`src/rtl/i2cmb_pkg.sv`:
```
// Shared types, command codes and helper functions for the I2C master bit engine.
// Used by i2cmb_core and i2c_master_bit_engine; no other dependencies.
`default_nettype none

package i2cmb_pkg;

  // Command codes carried by an input item.
  typedef enum logic [3:0] {
    CMD_NONE  = 4'd0,
    CMD_START = 4'd1,
    CMD_STOP  = 4'd2,
    CMD_WRITE = 4'd3,
    CMD_WAIT  = 4'd4,
    CMD_READ  = 4'd5,
    CMD_ACK   = 4'd6,
    CMD_NACK  = 4'd7,
    CMD_PROBE = 4'd8
  } cmd_e;

  localparam int unsigned HalfPeriodWidth = 16;
  localparam logic [HalfPeriodWidth-1:0] HalfPeriodReset = 16'd100;
  localparam int unsigned PhaseWidth = 5;

  // Fields of one input item.
  typedef struct packed {
    logic       scl_in;
    logic       sda_in;
    logic [7:0] write_data;
    logic [3:0] command;
  } in_item_t;

  // Fields of one result item.
  typedef struct packed {
    logic       ack_status;
    logic [7:0] read_data;
    logic       done_res;
    logic       busy_res;
    logic       sda_release;
    logic       scl_release;
  } res_item_t;

  // Sub-command and local phase, used to walk a probe as its pieces.
  typedef struct packed {
    cmd_e                  cmd;
    logic [PhaseWidth-1:0] phase;
  } step_t;

  // Number of bus phases in a command sequence.
  function automatic logic [PhaseWidth-1:0] phase_total(cmd_e c);
    logic [PhaseWidth-1:0] n;
    unique case (c)
      CMD_WRITE, CMD_READ: n = 5'd16;
      CMD_ACK:             n = 5'd4;
      CMD_PROBE:           n = 5'd25;
      default:             n = 5'd3;
    endcase
    return n;
  endfunction

  // A probe is start, address write, wait for ack and stop in a row.
  function automatic step_t split_phase(cmd_e c, logic [PhaseWidth-1:0] p);
    step_t s;
    s.cmd   = c;
    s.phase = p;
    if (c == CMD_PROBE) begin
      if (p < 5'd3) begin
        s.cmd   = CMD_START;
      end else if (p < 5'd19) begin
        s.cmd   = CMD_WRITE;
        s.phase = p - 5'd3;
      end else if (p < 5'd22) begin
        s.cmd   = CMD_WAIT;
        s.phase = p - 5'd19;
      end else begin
        s.cmd   = CMD_STOP;
        s.phase = p - 5'd22;
      end
    end
    return s;
  endfunction

endpackage

`default_nettype wire

```
`src/rtl/i2c_master_bit_engine.sv`:
```
// Top level of the I2C master bit engine: stream handshake, result register, config register.
// Depends on i2cmb_pkg and i2cmb_core.
`default_nettype none

// One input item is one tick of bus timing and gives exactly one result item.
// Items are taken every cycle while the result register is empty or being read,
// so the sustained rate is one item per clock; the result of an item appears on
// the master side in the cycle after it is accepted. Every bus phase lasts
// half_period_ticks items (zero counts as one). A command in an item is started
// only while the engine is idle. Write half_period_ticks only while idle.
module i2c_master_bit_engine (
  input  wire logic        clk_i,
  input  wire logic        rst_ni,
  // Input items.
  input  wire logic        s_axis_tvalid,
  output logic             s_axis_tready,
  // [3:0] command, [11:4] write_data, [12] sda_in, [13] scl_in, [15:14] zero
  input  wire logic [15:0] s_axis_tdata,
  // Result items.
  output logic             m_axis_tvalid,
  input  wire logic        m_axis_tready,
  // [0] scl_release, [1] sda_release, [2] busy_res, [3] done_res,
  // [11:4] read_data, [12] ack_status, [15:13] zero
  output logic [15:0]      m_axis_tdata,
  // Configuration: half_period_ticks.
  input  wire logic        cfg_valid_i,
  output logic             cfg_ready_o,
  input  wire logic [i2cmb_pkg::HalfPeriodWidth-1:0] cfg_data_i
);
  import i2cmb_pkg::*;

  logic [HalfPeriodWidth-1:0] half_period_q;
  in_item_t                   item;
  res_item_t                  res;
  res_item_t                  out_q;
  logic                       out_valid_q;
  logic                       accept;
  logic                       core_busy;
  logic                       phase_ok;

  // Configuration register is always writable.
  assign cfg_ready_o = 1'b1;

  always_ff @(posedge clk_i or negedge rst_ni) begin
    if (!rst_ni) begin
      half_period_q <= HalfPeriodReset;
    end else if (cfg_valid_i) begin
      half_period_q <= cfg_data_i;
    end
  end

  // Take an item whenever the result register is free or drains this cycle.
  assign s_axis_tready = !out_valid_q || m_axis_tready;
  assign accept        = s_axis_tvalid && s_axis_tready;
  assign item          = s_axis_tdata[$bits(in_item_t)-1:0];

  i2cmb_core u_core (
    .clk_i        (clk_i),
    .rst_ni       (rst_ni),
    .step_i       (accept),
    .item_i       (item),
    .half_period_i(half_period_q),
    .res_o        (res),
    .busy_o       (core_busy),
    .phase_ok_o   (phase_ok)
  );

  // Result register.
  always_ff @(posedge clk_i or negedge rst_ni) begin
    if (!rst_ni) begin
      out_valid_q <= 1'b0;
    end else if (accept) begin
      out_valid_q <= 1'b1;
    end else if (m_axis_tready) begin
      out_valid_q <= 1'b0;
    end
  end

  always_ff @(posedge clk_i) begin
    if (accept) begin
      out_q <= res;
    end
  end

  assign m_axis_tvalid = out_valid_q;
  assign m_axis_tdata  = {{(16-$bits(res_item_t)){1'b0}}, out_q};

  // The sequencer state stays consistent at all times.
  assert property (@(posedge clk_i) disable iff (!rst_ni) phase_ok)
    else $error("sequencer phase or tick counter out of range");

  // A finished command never reports busy in the same result.
  assert property (@(posedge clk_i) disable iff (!rst_ni)
                   accept && res.done_res |-> !res.busy_res)
    else $error("done and busy reported together");

  // The engine state only moves on an accepted item.
  assert property (@(posedge clk_i) disable iff (!rst_ni)
                   !accept |=> core_busy == $past(core_busy))
    else $error("engine state changed without an accepted item");

  // A result is produced in the cycle after each accepted item.
  assert property (@(posedge clk_i) disable iff (!rst_ni) accept |=> m_axis_tvalid)
    else $error("accepted item did not produce a result");

endmodule

`default_nettype wire

```
`src/rtl/i2cmb_core.sv`:
```
// Bus phase sequencer of the I2C master bit engine: state registers and next-state logic.
// Depends on i2cmb_pkg.
`default_nettype none

module i2cmb_core (
  input  wire logic                                 clk_i,
  input  wire logic                                 rst_ni,
  input  wire logic                                 step_i,
  input  wire i2cmb_pkg::in_item_t                  item_i,
  input  wire logic [i2cmb_pkg::HalfPeriodWidth-1:0] half_period_i,
  output i2cmb_pkg::res_item_t                      res_o,
  output logic                                      busy_o,
  output logic                                      phase_ok_o
);
  import i2cmb_pkg::*;

  logic [PhaseWidth-1:0]      phase_q, phase_d;
  logic [HalfPeriodWidth-1:0] tick_q, tick_d;
  cmd_e                       active_q, active_d;
  logic [7:0]                 shift_q, shift_d;
  logic [7:0]                 rbyte_q, rbyte_d;
  logic                       scl_q, scl_d;
  logic                       sda_q, sda_d;
  logic                       ack_q, ack_d;
  logic                       busy_q, busy_d;
  logic                       done;

  logic [HalfPeriodWidth-1:0] hp;
  logic [HalfPeriodWidth:0]   cnt;
  logic                       phase_end;
  logic                       last_phase;
  step_t                      lv;
  step_t                      en;
  logic                       en_valid;
  logic [PhaseWidth-1:0]      en_phase;
  cmd_e                       en_cmd;
  cmd_e                       new_cmd;

  // A zero half period counts as one tick.
  assign hp         = (half_period_i == '0) ? {{(HalfPeriodWidth-1){1'b0}}, 1'b1}
                                            : half_period_i;
  assign cnt        = {1'b0, tick_q} + {{HalfPeriodWidth{1'b0}}, 1'b1};
  assign phase_end  = (cnt >= {1'b0, hp});
  assign last_phase = ({1'b0, phase_q} + 6'd1) >= {1'b0, phase_total(active_q)};
  assign lv         = split_phase(active_q, phase_q);
  assign new_cmd    = cmd_e'(item_i.command);

  // Next state: end the phase, set the next one's levels, or start a command if idle.
  always_comb begin
    phase_d  = phase_q;
    tick_d   = tick_q;
    active_d = active_q;
    shift_d  = shift_q;
    rbyte_d  = rbyte_q;
    scl_d    = scl_q;
    sda_d    = sda_q;
    ack_d    = ack_q;
    busy_d   = busy_q;
    done     = 1'b0;
    en_valid = 1'b0;
    en_cmd   = active_q;
    en_phase = '0;

    if (busy_q) begin
      if (phase_end) begin
        // Leave the current phase.
        if (lv.cmd == CMD_WRITE && lv.phase[0]) begin
          scl_d   = 1'b0;
          shift_d = {shift_q[6:0], 1'b0};
          if (lv.phase == 5'd15) begin
            sda_d = 1'b1;
          end
        end else if (lv.cmd == CMD_WAIT && lv.phase == 5'd1) begin
          ack_d = item_i.sda_in;
        end else if (lv.cmd == CMD_READ) begin
          if (!lv.phase[0]) begin
            shift_d = {shift_q[6:0], item_i.sda_in};
          end else if (lv.phase == 5'd15) begin
            rbyte_d = shift_q;
          end
        end
        tick_d = '0;
        if (last_phase) begin
          busy_d   = 1'b0;
          active_d = CMD_NONE;
          phase_d  = '0;
          done     = 1'b1;
        end else begin
          phase_d  = phase_q + 5'd1;
          en_valid = 1'b1;
          en_cmd   = active_q;
          en_phase = phase_q + 5'd1;
        end
      end else begin
        tick_d = cnt[HalfPeriodWidth-1:0];
      end
    end else if (item_i.command >= CMD_START && item_i.command <= CMD_PROBE) begin
      if (new_cmd == CMD_PROBE && !(item_i.sda_in && item_i.scl_in)) begin
        // Bus not idle: the probe reports no device at once.
        ack_d = 1'b1;
        done  = 1'b1;
      end else begin
        active_d = new_cmd;
        busy_d   = 1'b1;
        phase_d  = '0;
        tick_d   = '0;
        shift_d  = (new_cmd == CMD_READ) ? 8'h00 : item_i.write_data;
        en_valid = 1'b1;
        en_cmd   = new_cmd;
        en_phase = '0;
      end
    end

    // Enter the next phase: drive levels are set at its start.
    en = split_phase(en_cmd, en_phase);
    if (en_valid) begin
      unique case (en.cmd)
        CMD_START: begin
          if (en.phase == 5'd0) begin
            sda_d = 1'b1;
            scl_d = 1'b1;
          end else if (en.phase == 5'd1) begin
            sda_d = 1'b0;
          end else begin
            scl_d = 1'b0;
          end
        end
        CMD_STOP: begin
          if (en.phase == 5'd0) begin
            sda_d = 1'b0;
          end else if (en.phase == 5'd1) begin
            scl_d = 1'b1;
          end else begin
            sda_d = 1'b1;
          end
        end
        CMD_WRITE: begin
          if (!en.phase[0]) begin
            sda_d = shift_d[7];
          end else begin
            scl_d = 1'b1;
          end
        end
        CMD_WAIT, CMD_NACK: begin
          if (en.phase == 5'd0) begin
            sda_d = 1'b1;
          end else if (en.phase == 5'd1) begin
            scl_d = 1'b1;
          end else begin
            scl_d = 1'b0;
          end
        end
        CMD_READ: begin
          scl_d = !en.phase[0];
        end
        CMD_ACK: begin
          if (en.phase == 5'd0) begin
            sda_d = 1'b0;
          end else if (en.phase == 5'd1) begin
            scl_d = 1'b1;
          end else if (en.phase == 5'd2) begin
            scl_d = 1'b0;
          end else begin
            sda_d = 1'b1;
          end
        end
        default: begin
        end
      endcase
    end
  end

  // State registers advance once per accepted item.
  always_ff @(posedge clk_i or negedge rst_ni) begin
    if (!rst_ni) begin
      phase_q  <= '0;
      tick_q   <= '0;
      active_q <= CMD_NONE;
      shift_q  <= '0;
      rbyte_q  <= '0;
      scl_q    <= 1'b1;
      sda_q    <= 1'b1;
      ack_q    <= 1'b1;
      busy_q   <= 1'b0;
    end else if (step_i) begin
      phase_q  <= phase_d;
      tick_q   <= tick_d;
      active_q <= active_d;
      shift_q  <= shift_d;
      rbyte_q  <= rbyte_d;
      scl_q    <= scl_d;
      sda_q    <= sda_d;
      ack_q    <= ack_d;
      busy_q   <= busy_d;
    end
  end

  // Result of this item is the state it leaves behind.
  assign res_o.scl_release = scl_d;
  assign res_o.sda_release = sda_d;
  assign res_o.busy_res    = busy_d;
  assign res_o.done_res    = done;
  assign res_o.read_data   = rbyte_d;
  assign res_o.ack_status  = ack_d;

  // Status for checks at the top level.
  assign busy_o     = busy_q;
  assign phase_ok_o = busy_q ? (active_q != CMD_NONE && tick_q < hp
                                && phase_q < phase_total(active_q))
                             : (phase_q == '0 && active_q == CMD_NONE);

endmodule

`default_nettype wire
```
`config.mk`:
```
export PLATFORM = sky130hd
export DESIGN_NAME = i2c_master_bit_engine
export DESIGN_NICKNAME = d
export VERILOG_FILES = /design/src/rtl/i2cmb_pkg.sv /design/src/rtl/i2c_master_bit_engine.sv /design/src/rtl/i2cmb_core.sv
export SDC_FILE = /design/constraint.sdc
export NUM_CORES = 1
export LEC_CHECK = 0
export ABC_AREA = 1
export BUFFER_PORTS_ARGS = -buffer_cell sky130_fd_sc_hd__buf_2
export CELL_PAD_IN_SITES_DETAIL_PLACEMENT = 0
export CELL_PAD_IN_SITES_GLOBAL_PLACEMENT = 1
export CORE_ASPECT_RATIO = 2
export CORE_UTILIZATION = 39
export DETAILED_ROUTE_END_ITERATION = 12
export HOLD_SLACK_MARGIN = 0.1
export PLACE_DENSITY = 0.87
export SETUP_SLACK_MARGIN = 0.5
export SYNTH_ARGS = -nofsm -noshare
export SYNTH_HDL_FRONTEND = slang
export SYNTH_SLANG_ARGS = --single-unit
```
`constraint.sdc`:
```
create_clock -name clk_i -period 4.2 [get_ports clk_i]
set_clock_uncertainty 0.05 [all_clocks]
set_input_delay 0.42 -clock clk_i [delete_from_list [all_inputs] [get_ports clk_i]]
set_output_delay 0.42 -clock clk_i [all_outputs]
set_load 0.1 [all_outputs]
```
==> results_dict.tcl <==
set metrics [dict create \
    status "complete, but fails checks" \
    violations "design-rule violations, negative setup slack" \
    clkTransAtPathRegs_ns 0.07 \
    ioPinCount 56 \
    nets 976 \
    peakVddDrop_uv 327.6 \
    cp.arrival_ns 4.45 \
    synthArstFlopShare 0.8267 \
    cts_buffers 9 \
    via_count 5520 \
    die_x_um 84.74 \
    initialDrtViolationCount 250 \
    grt_max_degree 35 \
    design_area_sq_um 7550 \
    diodes 0 \
    cts_hold_buf 0 \
    static-leakage-power_nw 3.852 \
    yosysMostFrequentCell "nand2_1" \
    grt_usage 0.2269 \
    dp_hpwl_mm 11.39 \
    yosys.area.top_type_share 0.2624 \
    cts_tree "done" \
    core_sq_um 13440 \
    syn_to_final_growth_pct 41.38 \
    tightestPinTransition_ns 0.8198 \
    syn_area_per_cell_sq_um 7.207 \
    fmax_mhz 227.3 \
    dieArea_sq_um 14190 \
    drv_slew 0 \
    grt_first_pass_wirelength_mm 25.16 \
    port_buffers 49 \
    setup_tns_ns -0.7311 \
    yosysSeqAreaShare 0.3650 \
    overflow 0 \
    drive_gt1_frac 0.3850 \
    slew_headroom 0.4535 \
    holdWs_ns 0.1249 \
    synth_ff_type "dfrtp_1" \
    path_class "reg -> reg" \
    cp_slowest_cell "or4_4" \
    utilization 0.5618 \
    yosys-top-cells-count "nand2_1 (215), inv_1 (93), o21ai_0 (64)" \
    synth-seq-cells 75 \
    grt_setup_unrepaired "true" \
    period_needed_ns 4.399 \
    drc 3 \
    synthTopCellsByArea "dfrtp_1 (26%), nand2_1 (15%), edfxtp_1 (7.3%), inv_1 (6.5%), ha_1 (6.3%)" \
    synth_enable_flop_cells 13 \
    crit_fanout 5 \
    start_kind "flop" \
    synth.distinct_cells 49 \
    die_h_um 167.5 \
    antenna_found_initial 0 \
    firstDrtPassIters 9 \
    clock-sinks 75 \
    syn_inst 741 \
    netlist_area_sq_um 5340 \
    finalSetupViolations 4 \
    gp_congestion 0.8898 \
    worst_slack_ns -0.1995 \
    period_share 1.047 \
    hold_viol_final 0 \
    grt_pass1_vias 5599 \
    ys_warn_count 0 \
    crit_required_ns 4.26 \
    start_util 0.3974 \
    power_mw 4.359 \
    routedWlPerCell_um 14.56 \
    rows 60 \
    reg2regPathDepth 33 \
    critPathCaptureType "flop" \
    hp-class "in -> async" \
    htreeDepth 3 \
    max-clock-path-buffers 2 \
    pwr_density_cell_nw_per_um2 577.3 \
    dpl-instance-area_sq_um 6502 \
    cap_violations 0 \
    synth_top_cell_by_area "dfrtp_1" \
    clkLatencyLatePin_ns 0.34 \
    postRouteAntennaNets 0 \
    max_stage_delay_ns 0.47 \
    wl_mm 15.61 \
    cts-root-buf "clkbuf_16" \
    viasPerCell 5.149 \
]
kinds of logic after synthesis:
family | after synthesis | synth area share
compound gates | 116 | 0.1209
xor+xnor | 17 | 0.02788
fa+ha+maj | 27 | 0.06326
buf+inv | 126 | 0.09395
flops | 75 | 0.3650
other cells | 2 | 0.001406
simple gates | 378 | 0.3276
report_power, final:
| part | leakage, nW | total [mW] | switching [mW] | internal [mW] |
|---|---|---|---|---|
| logic | 2.76 | 2.45 | 1.46 | 0.988 |
| registers | 0.929 | 1.04 | 0.120 | 0.919 |
| clock network | 0.159 | 0.868 | 0.337 | 0.531 |
cell type report:
type,instances,area [sq um]
inverter,110,430.4
clock buffer,9,225.2
multi-input combinational,543,3428
clock inverter,7,105.1
sequential,75,1949
fill,1284,5888
tap,155,193.9
timing repair buffer,173,1217
flip-flops by register name, summed over array words and instances, names as in the netlist:
signal and cells:
u_core.sda_q 1, half_period_q 16, u_core.busy_o 1, u_core.ack_q 1
u_core.phase_q 5, m_axis_tdata 13, m_axis_tvalid 1, u_core.scl_q 1
u_core.active_q 4, u_core.tick_q 16, u_core.rbyte_q 8, u_core.shift_q 8
worst max-delay path: cells and delay by family, from the launching register on:
kind | cells | cell delay, ns
simple gates | 24 | 2.79
compound gates | 1 | 0.07
flops | 1 | 0.37
buf+inv | 5 | 0.30
fa+ha+maj | 2 | 0.41
xor+xnor | 1 | 0.18
path summary, 6_finish.rpt:
check                                             startpoint                           end  slack, ns
worst max-delay path            u_core.tick_q[1]$_DFFE_PN0P_     m_axis_tdata[1]$_DFFE_PP_      -0.20
worst min-delay path                                  rst_ni  half_period_q[4]$_DFFE_PN0P_       0.12
worst max register to register  u_core.tick_q[1]$_DFFE_PN0P_     m_axis_tdata[1]$_DFFE_PP_      -0.20
worst min register to register      u_core.sda_q$_DFFE_PN1P_      u_core.sda_q$_DFFE_PN1P_       0.43
max in group asynchronous                             rst_ni      u_core.ack_q$_DFFE_PN1P_       3.02
min in group clk_i                             cfg_data_i[8]  half_period_q[8]$_DFFE_PN0P_       0.23
cell usage in the layout, fill, tap and decap left out, drive strengths merged, types with 4 or more instances in the layout:
| master | instances |
|---|---|
| nand2 | 230 |
| a21oi | 18 |
| dfstp | 6 |
| conb | 4 |
| nor2 | 58 |
| buf | 173 |
| o22ai | 5 |
| dfrtp | 56 |
| xor2 | 17 |
| inv | 113 |
| nand4 | 19 |
| edfxtp | 13 |
| nand3 | 53 |
| clkbuf | 9 |
| o21ai | 77 |
| nor3 | 11 |
| nand3b | 4 |
| ha | 27 |
metrics by stage:
step / worst slack [ns] / std cells
after floorplan: -0.1302 / 743
after global placement: -0.3556 / 1026
after detailed placement: -0.3566 / 1026
after CTS: -0.2234 / 1063
after global routing: -0.5267 / 1072
final: -0.1995 / 1072
layer usage:
layer / part of all wire / track usage / vias up
met1: 0.34 / 0.2089 / 2608
met2: 0.59 / 0.4684 / 120
met4: 0.041 / 0.1105 / 0
met3: 0.021 / 0.02711 / 48
li1: - / - / 2744
met5: 0 / 0 / -
repair_timing:
action,in CTS,in global routing
endpoints found under the hold margin,0,0
endpoints found under the setup margin,46,58
setup buffers,20,8
pin swaps,43,37
gates cloned,1,1
gates resized for setup,65,84
Note: power is estimated with default switching activity, not from simulation.
